## src/hdl/ycwt_pkg.sv

```systemverilog
package ycwt_pkg;

    // default coordinate width
    localparam int COORD_BITS_DEF = 12;

    // configuration register indexes
    localparam int CFG_INDEX_BITS = 3;
    typedef enum logic [CFG_INDEX_BITS-1:0] {
        REG_MASK_X   = 3'd0,
        REG_MASK_Y   = 3'd1,
        REG_IR_MODE  = 3'd2,
        REG_CR_UPPER = 3'd3,
        REG_CR_LOWER = 3'd4,
        REG_CB_UPPER = 3'd5,
        REG_CB_LOWER = 3'd6
    } cfg_reg_t;

    // pixel and threshold widths
    localparam int PIX_BITS = 8;
    localparam int VAL_BITS = 8;

    // biased dot product: always 0 .. 2399960, fits 22 bits unsigned
    localparam int SUM_BITS = 22;
    typedef logic [SUM_BITS-1:0] sum_t;

    // coefficients scaled by 10000
    localparam sum_t K_CR_R = 22'd4392;
    localparam sum_t K_CR_G = 22'd3678;
    localparam sum_t K_CR_B = 22'd714;
    localparam sum_t K_CB_R = 22'd1482;
    localparam sum_t K_CB_G = 22'd2910;
    localparam sum_t K_CB_B = 22'd4392;
    localparam sum_t K_Y_R  = 22'd2566;
    localparam sum_t K_Y_G  = 22'd5046;
    localparam sum_t K_Y_B  = 22'd978;

    // offsets times 10000
    localparam sum_t OFS_CHROMA = 22'd1280000;
    localparam sum_t OFS_LUMA   = 22'd160000;

    // floor(x / 10000) as (x * RECIP) >> RECIP_SHIFT, exact for x < 2^22
    localparam int   RECIP_BITS  = 23;
    localparam int   RECIP_SHIFT = 36;
    localparam int   PROD_BITS   = SUM_BITS + RECIP_BITS;
    localparam logic [RECIP_BITS-1:0] RECIP = 23'd6871948;

    // threshold reset values
    localparam logic [VAL_BITS-1:0] CR_UPPER_RST = 8'd250;
    localparam logic [VAL_BITS-1:0] CR_LOWER_RST = 8'd230;
    localparam logic [VAL_BITS-1:0] CB_UPPER_RST = 8'd100;
    localparam logic [VAL_BITS-1:0] CB_LOWER_RST = 8'd80;

    // stage 1 to stage 2 payload
    typedef struct packed {
        sum_t sum_a;
        sum_t sum_b;
        logic masked;
    } sums_t;

    // stage 2 to stage 3 payload
    typedef struct packed {
        logic [VAL_BITS-1:0] val_a;
        logic [VAL_BITS-1:0] val_b;
        logic                masked;
    } vals_t;

    // window settings
    typedef struct packed {
        logic                ir_mode;
        logic [VAL_BITS-1:0] cr_upper;
        logic [VAL_BITS-1:0] cr_lower;
        logic [VAL_BITS-1:0] cb_upper;
        logic [VAL_BITS-1:0] cb_lower;
    } window_cfg_t;

endpackage

```

## src/hdl/ycwt_dot.sv

```systemverilog
module ycwt_dot #(
    parameter int COORD_BITS = ycwt_pkg::COORD_BITS_DEF
) (
    input  logic                          clk,
    input  logic                          rst_n,
    input  logic                          in_valid,
    output logic                          in_ready,
    input  logic [ycwt_pkg::PIX_BITS-1:0] red,
    input  logic [ycwt_pkg::PIX_BITS-1:0] green,
    input  logic [ycwt_pkg::PIX_BITS-1:0] blue,
    input  logic [COORD_BITS-1:0]         column,
    input  logic [COORD_BITS-1:0]         line,
    input  logic [2*COORD_BITS-1:0]       mask_x_range,
    input  logic [2*COORD_BITS-1:0]       mask_y_range,
    input  logic                          ir_mode,
    output logic                          out_valid,
    input  logic                          out_ready,
    output ycwt_pkg::sums_t               out_data
);
    import ycwt_pkg::*;

    logic              valid_reg;
    sums_t             data_reg;
    sums_t             data_next;
    logic              en;
    logic [COORD_BITS:0] col_inc;
    logic [COORD_BITS:0] line_inc;
    logic              in_x;
    logic              in_y;
    sum_t              r_ext;
    sum_t              g_ext;
    sum_t              b_ext;
    sum_t              cr_sum;
    sum_t              cb_sum;
    sum_t              y_sum;

    assign en       = !valid_reg || out_ready;
    assign in_ready = en;

    // mask rectangle test, one-based minimum and exclusive maximum
    assign col_inc  = {1'b0, column} + {{COORD_BITS{1'b0}}, 1'b1};
    assign line_inc = {1'b0, line} + {{COORD_BITS{1'b0}}, 1'b1};
    assign in_x = (col_inc >= {1'b0, mask_x_range[COORD_BITS-1:0]})
               && (column < mask_x_range[2*COORD_BITS-1:COORD_BITS]);
    assign in_y = (line_inc >= {1'b0, mask_y_range[COORD_BITS-1:0]})
               && (line < mask_y_range[2*COORD_BITS-1:COORD_BITS]);

    // biased dot products, never negative so modulo arithmetic is exact
    assign r_ext  = SUM_BITS'(red);
    assign g_ext  = SUM_BITS'(green);
    assign b_ext  = SUM_BITS'(blue);
    assign cr_sum = OFS_CHROMA + K_CR_R * r_ext - K_CR_G * g_ext - K_CR_B * b_ext;
    assign cb_sum = OFS_CHROMA + K_CB_B * b_ext - K_CB_R * r_ext - K_CB_G * g_ext;
    assign y_sum  = OFS_LUMA + K_Y_R * r_ext + K_Y_G * g_ext + K_Y_B * b_ext;

    always_comb
    begin
        data_next.sum_a  = ir_mode ? y_sum : cr_sum;
        data_next.sum_b  = cb_sum;
        data_next.masked = in_x && in_y;
    end

    // stage valid
    always_ff @(posedge clk or negedge rst_n)
    begin
        if (!rst_n)
        begin
            valid_reg <= 1'b0;
        end
        else if (en)
        begin
            valid_reg <= in_valid;
        end
    end

    // stage payload
    always_ff @(posedge clk)
    begin
        if (en && in_valid)
        begin
            data_reg <= data_next;
        end
    end

    assign out_valid = valid_reg;
    assign out_data  = data_reg;

endmodule

```

## src/hdl/ycwt_div.sv

```systemverilog
module ycwt_div (
    input  logic            clk,
    input  logic            rst_n,
    input  logic            in_valid,
    output logic            in_ready,
    input  ycwt_pkg::sums_t in_data,
    output logic            out_valid,
    input  logic            out_ready,
    output ycwt_pkg::vals_t out_data
);
    import ycwt_pkg::*;

    logic                 valid_reg;
    vals_t                data_reg;
    vals_t                data_next;
    logic                 en;
    logic [PROD_BITS-1:0] prod_a;
    logic [PROD_BITS-1:0] prod_b;

    assign en       = !valid_reg || out_ready;
    assign in_ready = en;

    // divide by 10000 through the reciprocal, the offset is already folded in
    assign prod_a = PROD_BITS'(in_data.sum_a) * PROD_BITS'(RECIP);
    assign prod_b = PROD_BITS'(in_data.sum_b) * PROD_BITS'(RECIP);

    always_comb
    begin
        data_next.val_a  = prod_a[RECIP_SHIFT+VAL_BITS-1:RECIP_SHIFT];
        data_next.val_b  = prod_b[RECIP_SHIFT+VAL_BITS-1:RECIP_SHIFT];
        data_next.masked = in_data.masked;
    end

    // stage valid
    always_ff @(posedge clk or negedge rst_n)
    begin
        if (!rst_n)
        begin
            valid_reg <= 1'b0;
        end
        else if (en)
        begin
            valid_reg <= in_valid;
        end
    end

    // stage payload
    always_ff @(posedge clk)
    begin
        if (en && in_valid)
        begin
            data_reg <= data_next;
        end
    end

    assign out_valid = valid_reg;
    assign out_data  = data_reg;

endmodule

```

## src/hdl/ycwt_window.sv

```systemverilog
module ycwt_window (
    input  logic                  clk,
    input  logic                  rst_n,
    input  logic                  in_valid,
    output logic                  in_ready,
    input  ycwt_pkg::vals_t       in_data,
    input  ycwt_pkg::window_cfg_t win_cfg,
    output logic                  out_valid,
    input  logic                  out_ready,
    output logic                  foreground,
    output logic                  masked
);
    import ycwt_pkg::*;

    logic valid_reg;
    logic fg_reg;
    logic fg_next;
    logic masked_reg;
    logic en;
    logic a_pass;
    logic b_pass;

    assign en       = !valid_reg || out_ready;
    assign in_ready = en;

    // inclusive window tests, cb window ignored in ir mode
    assign a_pass  = (in_data.val_a <= win_cfg.cr_upper) && (in_data.val_a >= win_cfg.cr_lower);
    assign b_pass  = (in_data.val_b <= win_cfg.cb_upper) && (in_data.val_b >= win_cfg.cb_lower);
    assign fg_next = !in_data.masked && a_pass && (win_cfg.ir_mode || b_pass);

    // output valid
    always_ff @(posedge clk or negedge rst_n)
    begin
        if (!rst_n)
        begin
            valid_reg <= 1'b0;
        end
        else if (en)
        begin
            valid_reg <= in_valid;
        end
    end

    // output payload
    always_ff @(posedge clk)
    begin
        if (en && in_valid)
        begin
            fg_reg     <= fg_next;
            masked_reg <= in_data.masked;
        end
    end

    assign out_valid  = valid_reg;
    assign foreground = fg_reg;
    assign masked     = masked_reg;

endmodule

```

## src/hdl/ycbcr_color_window_threshold.sv

```systemverilog
// pipeline: a pixel transaction passes through three register stages, dot
//   product, reciprocal multiply and window compare, to the result output
// throughput: one pixel per cycle while result_ready holds no back-pressure,
//   set by each of those stages taking a new pixel every clock unless stalled
// reset: rst_n clears all stage valid bits at once; mask ranges and ir mode
//   reset to 0, windows to cr 230..250 and cb 80..100
module ycbcr_color_window_threshold #(
    parameter int COORD_BITS = ycwt_pkg::COORD_BITS_DEF
) (
    input  logic                                clk,
    input  logic                                rst_n,
    input  logic                                cfg_valid,
    output logic                                cfg_ready,
    input  logic [ycwt_pkg::CFG_INDEX_BITS-1:0] cfg_index,
    input  logic [2*COORD_BITS-1:0]             cfg_data,
    input  logic                                pixel_valid,
    output logic                                pixel_ready,
    input  logic [ycwt_pkg::PIX_BITS-1:0]       red,
    input  logic [ycwt_pkg::PIX_BITS-1:0]       green,
    input  logic [ycwt_pkg::PIX_BITS-1:0]       blue,
    input  logic [COORD_BITS-1:0]               column,
    input  logic [COORD_BITS-1:0]               line,
    output logic                                result_valid,
    input  logic                                result_ready,
    output logic                                foreground,
    output logic                                masked
);
    import ycwt_pkg::*;

    logic [2*COORD_BITS-1:0] mask_x_reg;
    logic [2*COORD_BITS-1:0] mask_y_reg;
    window_cfg_t             win_reg;
    sums_t                   s1_data;
    vals_t                   s2_data;
    logic                    s1_valid;
    logic                    s1_ready;
    logic                    s2_valid;
    logic                    s2_ready;

    assign cfg_ready = 1'b1;

    // configuration registers
    always_ff @(posedge clk or negedge rst_n)
    begin
        if (!rst_n)
        begin
            mask_x_reg       <= '0;
            mask_y_reg       <= '0;
            win_reg.ir_mode  <= 1'b0;
            win_reg.cr_upper <= CR_UPPER_RST;
            win_reg.cr_lower <= CR_LOWER_RST;
            win_reg.cb_upper <= CB_UPPER_RST;
            win_reg.cb_lower <= CB_LOWER_RST;
        end
        else if (cfg_valid && cfg_ready)
        begin
            case (cfg_index)
                REG_MASK_X:   mask_x_reg       <= cfg_data;
                REG_MASK_Y:   mask_y_reg       <= cfg_data;
                REG_IR_MODE:  win_reg.ir_mode  <= cfg_data[0];
                REG_CR_UPPER: win_reg.cr_upper <= cfg_data[VAL_BITS-1:0];
                REG_CR_LOWER: win_reg.cr_lower <= cfg_data[VAL_BITS-1:0];
                REG_CB_UPPER: win_reg.cb_upper <= cfg_data[VAL_BITS-1:0];
                REG_CB_LOWER: win_reg.cb_lower <= cfg_data[VAL_BITS-1:0];
                default: ;
            endcase
        end
    end

    // stage 1: mask test and dot products
    ycwt_dot #(
        .COORD_BITS (COORD_BITS)
    ) u_dot (
        .clk          (clk),
        .rst_n        (rst_n),
        .in_valid     (pixel_valid),
        .in_ready     (pixel_ready),
        .red          (red),
        .green        (green),
        .blue         (blue),
        .column       (column),
        .line         (line),
        .mask_x_range (mask_x_reg),
        .mask_y_range (mask_y_reg),
        .ir_mode      (win_reg.ir_mode),
        .out_valid    (s1_valid),
        .out_ready    (s1_ready),
        .out_data     (s1_data)
    );

    // stage 2: scale down by 10000
    ycwt_div u_div (
        .clk       (clk),
        .rst_n     (rst_n),
        .in_valid  (s1_valid),
        .in_ready  (s1_ready),
        .in_data   (s1_data),
        .out_valid (s2_valid),
        .out_ready (s2_ready),
        .out_data  (s2_data)
    );

    // stage 3: window compare and output register
    ycwt_window u_window (
        .clk        (clk),
        .rst_n      (rst_n),
        .in_valid   (s2_valid),
        .in_ready   (s2_ready),
        .in_data    (s2_data),
        .win_cfg    (win_reg),
        .out_valid  (result_valid),
        .out_ready  (result_ready),
        .foreground (foreground),
        .masked     (masked)
    );

endmodule
```

## config.mk

```make
export PLATFORM = sky130hd
export DESIGN_NAME = ycbcr_color_window_threshold
export DESIGN_NICKNAME = d
export VERILOG_FILES = /design/src/hdl/ycwt_pkg.sv /design/src/hdl/ycwt_dot.sv /design/src/hdl/ycwt_div.sv /design/src/hdl/ycwt_window.sv /design/src/hdl/ycbcr_color_window_threshold.sv
export SDC_FILE = /design/constraint.sdc
export NUM_CORES = 2
export LEC_CHECK = 0
export BUFFER_PORTS_ARGS = -buffer_cell sky130_fd_sc_hd__buf_4
export CAP_MARGIN = 20
export CORE_MARGIN = 3
export CORE_UTILIZATION = 45
export CTS_CLUSTER_DIAMETER = 80
export DETAILED_ROUTE_END_ITERATION = 10
export PLACE_DENSITY = 0.6
export SYNTH_ARGS = -nofsm -noshare
export SYNTH_HDL_FRONTEND = slang
export SYNTH_SLANG_ARGS = --single-unit
```

## constraint.sdc

```tcl
create_clock -name clk -period 7.7 [get_ports clk]
set_input_delay 1.925 -clock clk [delete_from_list [all_inputs] [get_ports clk]]
set_output_delay 1.925 -clock clk [all_outputs]
set_load 0.03 [all_outputs]
```

==> metrics.txt <==
# TYPE chip_impl_metric gauge
chip_impl_metric{name="die_width",unit="µm"} 291.3
chip_impl_metric{name="postRouteAntennaNets",unit=""} 0
chip_impl_metric{name="number_of_global_route_vias_before_repair",unit=""} 27991
chip_impl_metric{name="post_route_cells_drive_above_1_share",unit="%"} 17.10
chip_impl_metric{name="timing.critical_path.arrival",unit="ps"} 7950
chip_impl_info{name="grt_setup_unrepaired",value="true"} 1
chip_impl_metric{name="tightestPinTransition",unit="ps"} 895.6
chip_impl_metric{name="drv_cap",unit=""} 0
chip_impl_metric{name="area_growth_syn_to_layout",unit="%"} 17.43
chip_impl_metric{name="vias_per_cell",unit=""} 5.038
chip_impl_metric{name="io_buffers",unit=""} 83
chip_impl_metric{name="synthesis.nets",unit=""} 5207
chip_impl_metric{name="register_area",unit="mm²"} 0.003984
chip_impl_metric{name="syn_inst",unit=""} 3739
chip_impl_metric{name="number_of_enable_type_register_cells_in_the_synthesized_netlist",unit=""} 62
chip_impl_metric{name="final.setup_skew",unit="ps"} 14.50
chip_impl_metric{name="multiInputGateArea",unit="mm²"} 0.03001
chip_impl_metric{name="share_of_synthesized_registers_carrying_an_async_set_or_reset",unit="%"} 57.53
chip_impl_metric{name="setup_viol",unit=""} 4
chip_impl_metric{name="die_height",unit="µm"} 291.3
chip_impl_metric{name="final_cell_count_no_fill",unit=""} 5271
chip_impl_metric{name="clk_pin_slew_worst_paths",unit="ps"} 60
chip_impl_metric{name="fin_util",unit="%"} 53.92
chip_impl_metric{name="core_area",unit="mm²"} 0.07977
chip_impl_metric{name="synth_sequential_area_ratio",unit="%"} 10.88
chip_impl_metric{name="postSynthAreaPerCell",unit="µm²"} 9.796
chip_impl_metric{name="io-pin-count",unit=""} 85
chip_impl_metric{name="worstSkewPairLatency",unit="ps"} 470
chip_impl_metric{name="grt_antenna_before_repair",unit=""} 1
chip_impl_info{name="nature_of_the_critical_path_startpoint",value="input port"} 1
chip_impl_metric{name="largest_register_ff_count",unit=""} 43
chip_impl_metric{name="diodes",unit=""} 0
chip_impl_metric{name="cts.hold.buffers_added",unit=""} 0
chip_impl_metric{name="routedWlPerCell",unit="µm"} 17.80
chip_impl_metric{name="dpl.cell_count",unit=""} 5225
chip_impl_info{name="critical-path-slowest-cell",value="fa_2"} 1
chip_impl_info{name="worstPathCellList",value="buf_4, fa_2, buf_4, ha_1, inv_1, fa_1, inv_1, ha_1, a21o_1, buf_4, a21oi_1, xnor2_1, fa_1, inv_1, ha_1, ha_1, a2111o_1, a21oi_2, nor4_1, o41a_1, o31a_1, o41ai_2, mux2i_1, o211ai_2"} 1
chip_impl_info{name="synth_ff_type",value="dfrtp_1"} 1
chip_impl_info{name="crit_type",value="input port to register"} 1
chip_impl_metric{name="finalHoldViolations",unit=""} 0
chip_impl_metric{name="ys_seq_elements",unit=""} 146
chip_impl_info{name="cp_common_cell",value="ha_1"} 1
chip_impl_metric{name="grt_max_degree",unit=""} 57
chip_impl_info{name="mostFrequentLayoutCells",value="934 x inv_1, 833 x ha_1, 506 x fa_1, 460 x buf_4, 125 x nand2_1"} 1
chip_impl_info{name="layout_commonest_cell",value="inv_1"} 1
chip_impl_info{name="top_usage_layer",value="met2"} 1
chip_impl_metric{name="floorplan.rows",unit=""} 103
chip_impl_info{name="min_path_type",value="register to register"} 1
chip_impl_info{name="crit_path_start",value="green[2]"} 1
chip_impl_info{name="reg2reg_from",value="u_dot.out_data[16]"} 1
chip_impl_metric{name="use_met3",unit="%"} 2.602
chip_impl_metric{name="layout_worst_path_cycle_share",unit="%"} 100.6
chip_impl_metric{name="critical_path_required",unit="ps"} 7900
chip_impl_metric{name="dpl-instance-area",unit="mm²"} 0.04164
chip_impl_metric{name="hpwl_detailed",unit="mm"} 84.12
chip_impl_metric{name="floorplan.initialDensity",unit="%"} 45.91
chip_impl_metric{name="dp_slack",unit="ps"} -671.6
chip_impl_metric{name="wire_length_of_the_first_global_routing_pass",unit="mm"} 150.1
chip_impl_metric{name="groute.layer.met1.usage",unit="%"} 29.62
chip_impl_metric{name="finalInstanceArea",unit="mm²"} 0.04301
chip_impl_metric{name="drtIter0Drc",unit=""} 1253
chip_impl_metric{name="gpl.final_weighted_congestion",unit=""} 0.9323
chip_impl_info{name="clockRootBuffer",value="clkbuf_16"} 1
chip_impl_metric{name="reg2regPathDepth",unit=""} 20
chip_impl_info{name="status",value="complete, but fails checks"} 1
chip_impl_metric{name="clk_path_buf_depth",unit=""} 2
chip_impl_info{name="terminus_of_the_critical_flop_to_flop_path",value="u_div.out_data[8]"} 1
chip_impl_metric{name="grt_overflow_total",unit=""} 0
chip_impl_info{name="cts_tree",value="yes"} 1
chip_impl_info{name="violations",value="negative setup slack"} 1
chip_impl_metric{name="groute.usage.overall",unit="%"} 22.60
chip_impl_info{name="worstSetupEndpoint",value="u_dot.out_data[44]"} 1
chip_impl_metric{name="cts_inserted_buffers",unit=""} 17
chip_impl_metric{name="floorplan.die_area",unit="mm²"} 0.08485
chip_impl_metric{name="worstPathMaxFanout",unit=""} 4
chip_impl_metric{name="routed_wl",unit="mm"} 93.82
chip_impl_metric{name="route.detailed.drc",unit=""} 0
chip_impl_metric{name="cts.sink_count",unit=""} 146
chip_impl_metric{name="count_of_different_cell_masters_after_synthesis",unit=""} 73
chip_impl_metric{name="firstDrtPassIters",unit=""} 5
chip_impl_metric{name="timing.max_slew.rel_slack",unit="%"} 40.29
chip_impl_metric{name="time_the_worst_path_needs_with_i_o_delays_and_setup",unit="ps"} 7745
chip_impl_metric{name="mappedNetlistArea",unit="mm²"} 0.03663
chip_impl_metric{name="number_of_h_tree_branching_levels",unit=""} 4
chip_impl_metric{name="max_clock_freq",unit="GHz"} 0.1291
chip_impl_metric{name="critical_path_max_stage_delay",unit="ps"} 520
chip_impl_metric{name="setup.reg_to_reg.worst_slack",unit="ps"} 820
chip_impl_info{name="timing.critical_path.to_type",value="register"} 1
chip_impl_metric{name="ys_warn_count",unit=""} 0
chip_impl_metric{name="max_slew_vio_count",unit=""} 0
chip_impl_metric{name="num_vias",unit=""} 26553
chip_impl_metric{name="postLayoutSetupSlackWorst",unit="ps"} -45.06
chip_impl_metric{name="num-fill-cells",unit=""} 7236
chip_impl_metric{name="net_total_in_the_final_layout",unit=""} 5676
chip_impl_metric{name="met2_usage",unit="%"} 38.69
synthesized netlist by cell type, drive strengths merged (5+ instances only):
| master | number | area (µm²) |
|---|---|---|
| a211oi | 19 | 142.6 |
| a21o | 60 | 450.4 |
| a21oi | 149 | 749.5 |
| a31o | 10 | 87.59 |
| a31oi | 13 | 81.33 |
| and2 | 14 | 87.58 |
| and3 | 16 | 100.1 |
| clkbuf | 16 | 60.06 |
| dfrtp | 68 | 1702 |
| dfstp | 16 | 420.4 |
| edfxtp | 62 | 1862 |
| fa | 512 | 10250 |
| ha | 876 | 10960 |
| inv | 951 | 3570 |
| mux2 | 32 | 360.4 |
| mux2i | 7 | 70.07 |
| nand2 | 126 | 473.0 |
| nand2b | 36 | 225.2 |
| nand3 | 40 | 200.2 |
| nand4 | 25 | 156.4 |
| nand4b | 5 | 43.79 |
| nor2 | 98 | 367.9 |
| nor2b | 38 | 237.7 |
| nor3 | 47 | 235.2 |
| nor3b | 7 | 52.55 |
| nor4 | 7 | 43.79 |
| o2111ai | 8 | 70.07 |
| o211ai | 8 | 65.06 |
| o21a | 30 | 225.2 |
| o21ai | 131 | 655.6 |
| o21bai | 20 | 150.1 |
| o311ai | 5 | 43.79 |
| o31a | 5 | 43.79 |
| o31ai | 10 | 75.07 |
| or2 | 12 | 75.07 |
| or3 | 12 | 75.07 |
| xnor2 | 108 | 945.9 |
| xor2 | 75 | 656.9 |
stage by stage:
| step | TNS, ps | hold WS (ps) |
|---|---|---|
| 2_1_floorplan | -278.7 | 400.3 |
| 3_3_place_gp | -6952 | 406.1 |
| 3_5_place_dp | -8017 | 413.7 |
| 4_1_cts | -13.39 | 429.7 |
| 5_1_grt | -1151 | 440.2 |
| 6_report | -77.61 | 432.7 |
layer usage:
metal  up-vias  wire [µm]
met1     12860      41900
met2       424      45170
met3       118       3304
met5         -         11
met4         2       3427
li1      13149          -
cell type report:
cell class	count	share of cell area, %
clock buffers	20	1.062
clock inverters	12	0.2705
inverters	952	8.314
multi-input cells	2623	69.77
flip-flops and latches	146	9.262
well taps	1050	3.054
repair buffers	468	8.267
timing repair:
item | in CTS | in global routing
buffers inserted | 6 | 10
resized for setup | 34 | 113
setup endpoints to repair | 8 | 17
pin swaps | 51 | 74
cells by family after synthesis:
| logic type | share of synthesized area (%) |
|---|---|
| buffers and inverters | 9.951 |
| DFF | 10.88 |
| and+or+nand+nor | 6.753 |
| muxes | 1.175 |
| AOI/OAI and AO/OA | 8.950 |
| xor gates and xnor gates | 4.376 |
| adders and majority gates | 57.91 |
| other | 0.01024 |
how the worst min path moves through the flow:
stage,startpoint,end,slack (ps),cells past startpoint
after floorplan,u_dot.out_data[0],u_div.out_data[0],400,0
after CTS,u_dot.out_data[0],u_div.out_data[0],430,0
after global routing,u_dot.out_data[0],u_div.out_data[0],440,0
after global placement,u_dot.out_data[0],u_div.out_data[0],410,0
after detailed placement,u_dot.out_data[0],u_div.out_data[0],410,0
final,u_dot.out_data[0],u_div.out_data[0],430,0
worst max-delay path: cells and delay by family:
kind	cells	cell delay, ps
AO/OA/AOI/OAI	8	2200
XOR/XNOR	1	300
adder cells (fa/ha/maj)	7	2530
buffers and inverters	6	630
multiplexers	1	260
AND/OR/NAND/NOR	1	90
Power is not shown: default switching activity piles up to over one toggle a cycle in this logic, so the estimate is an artifact.
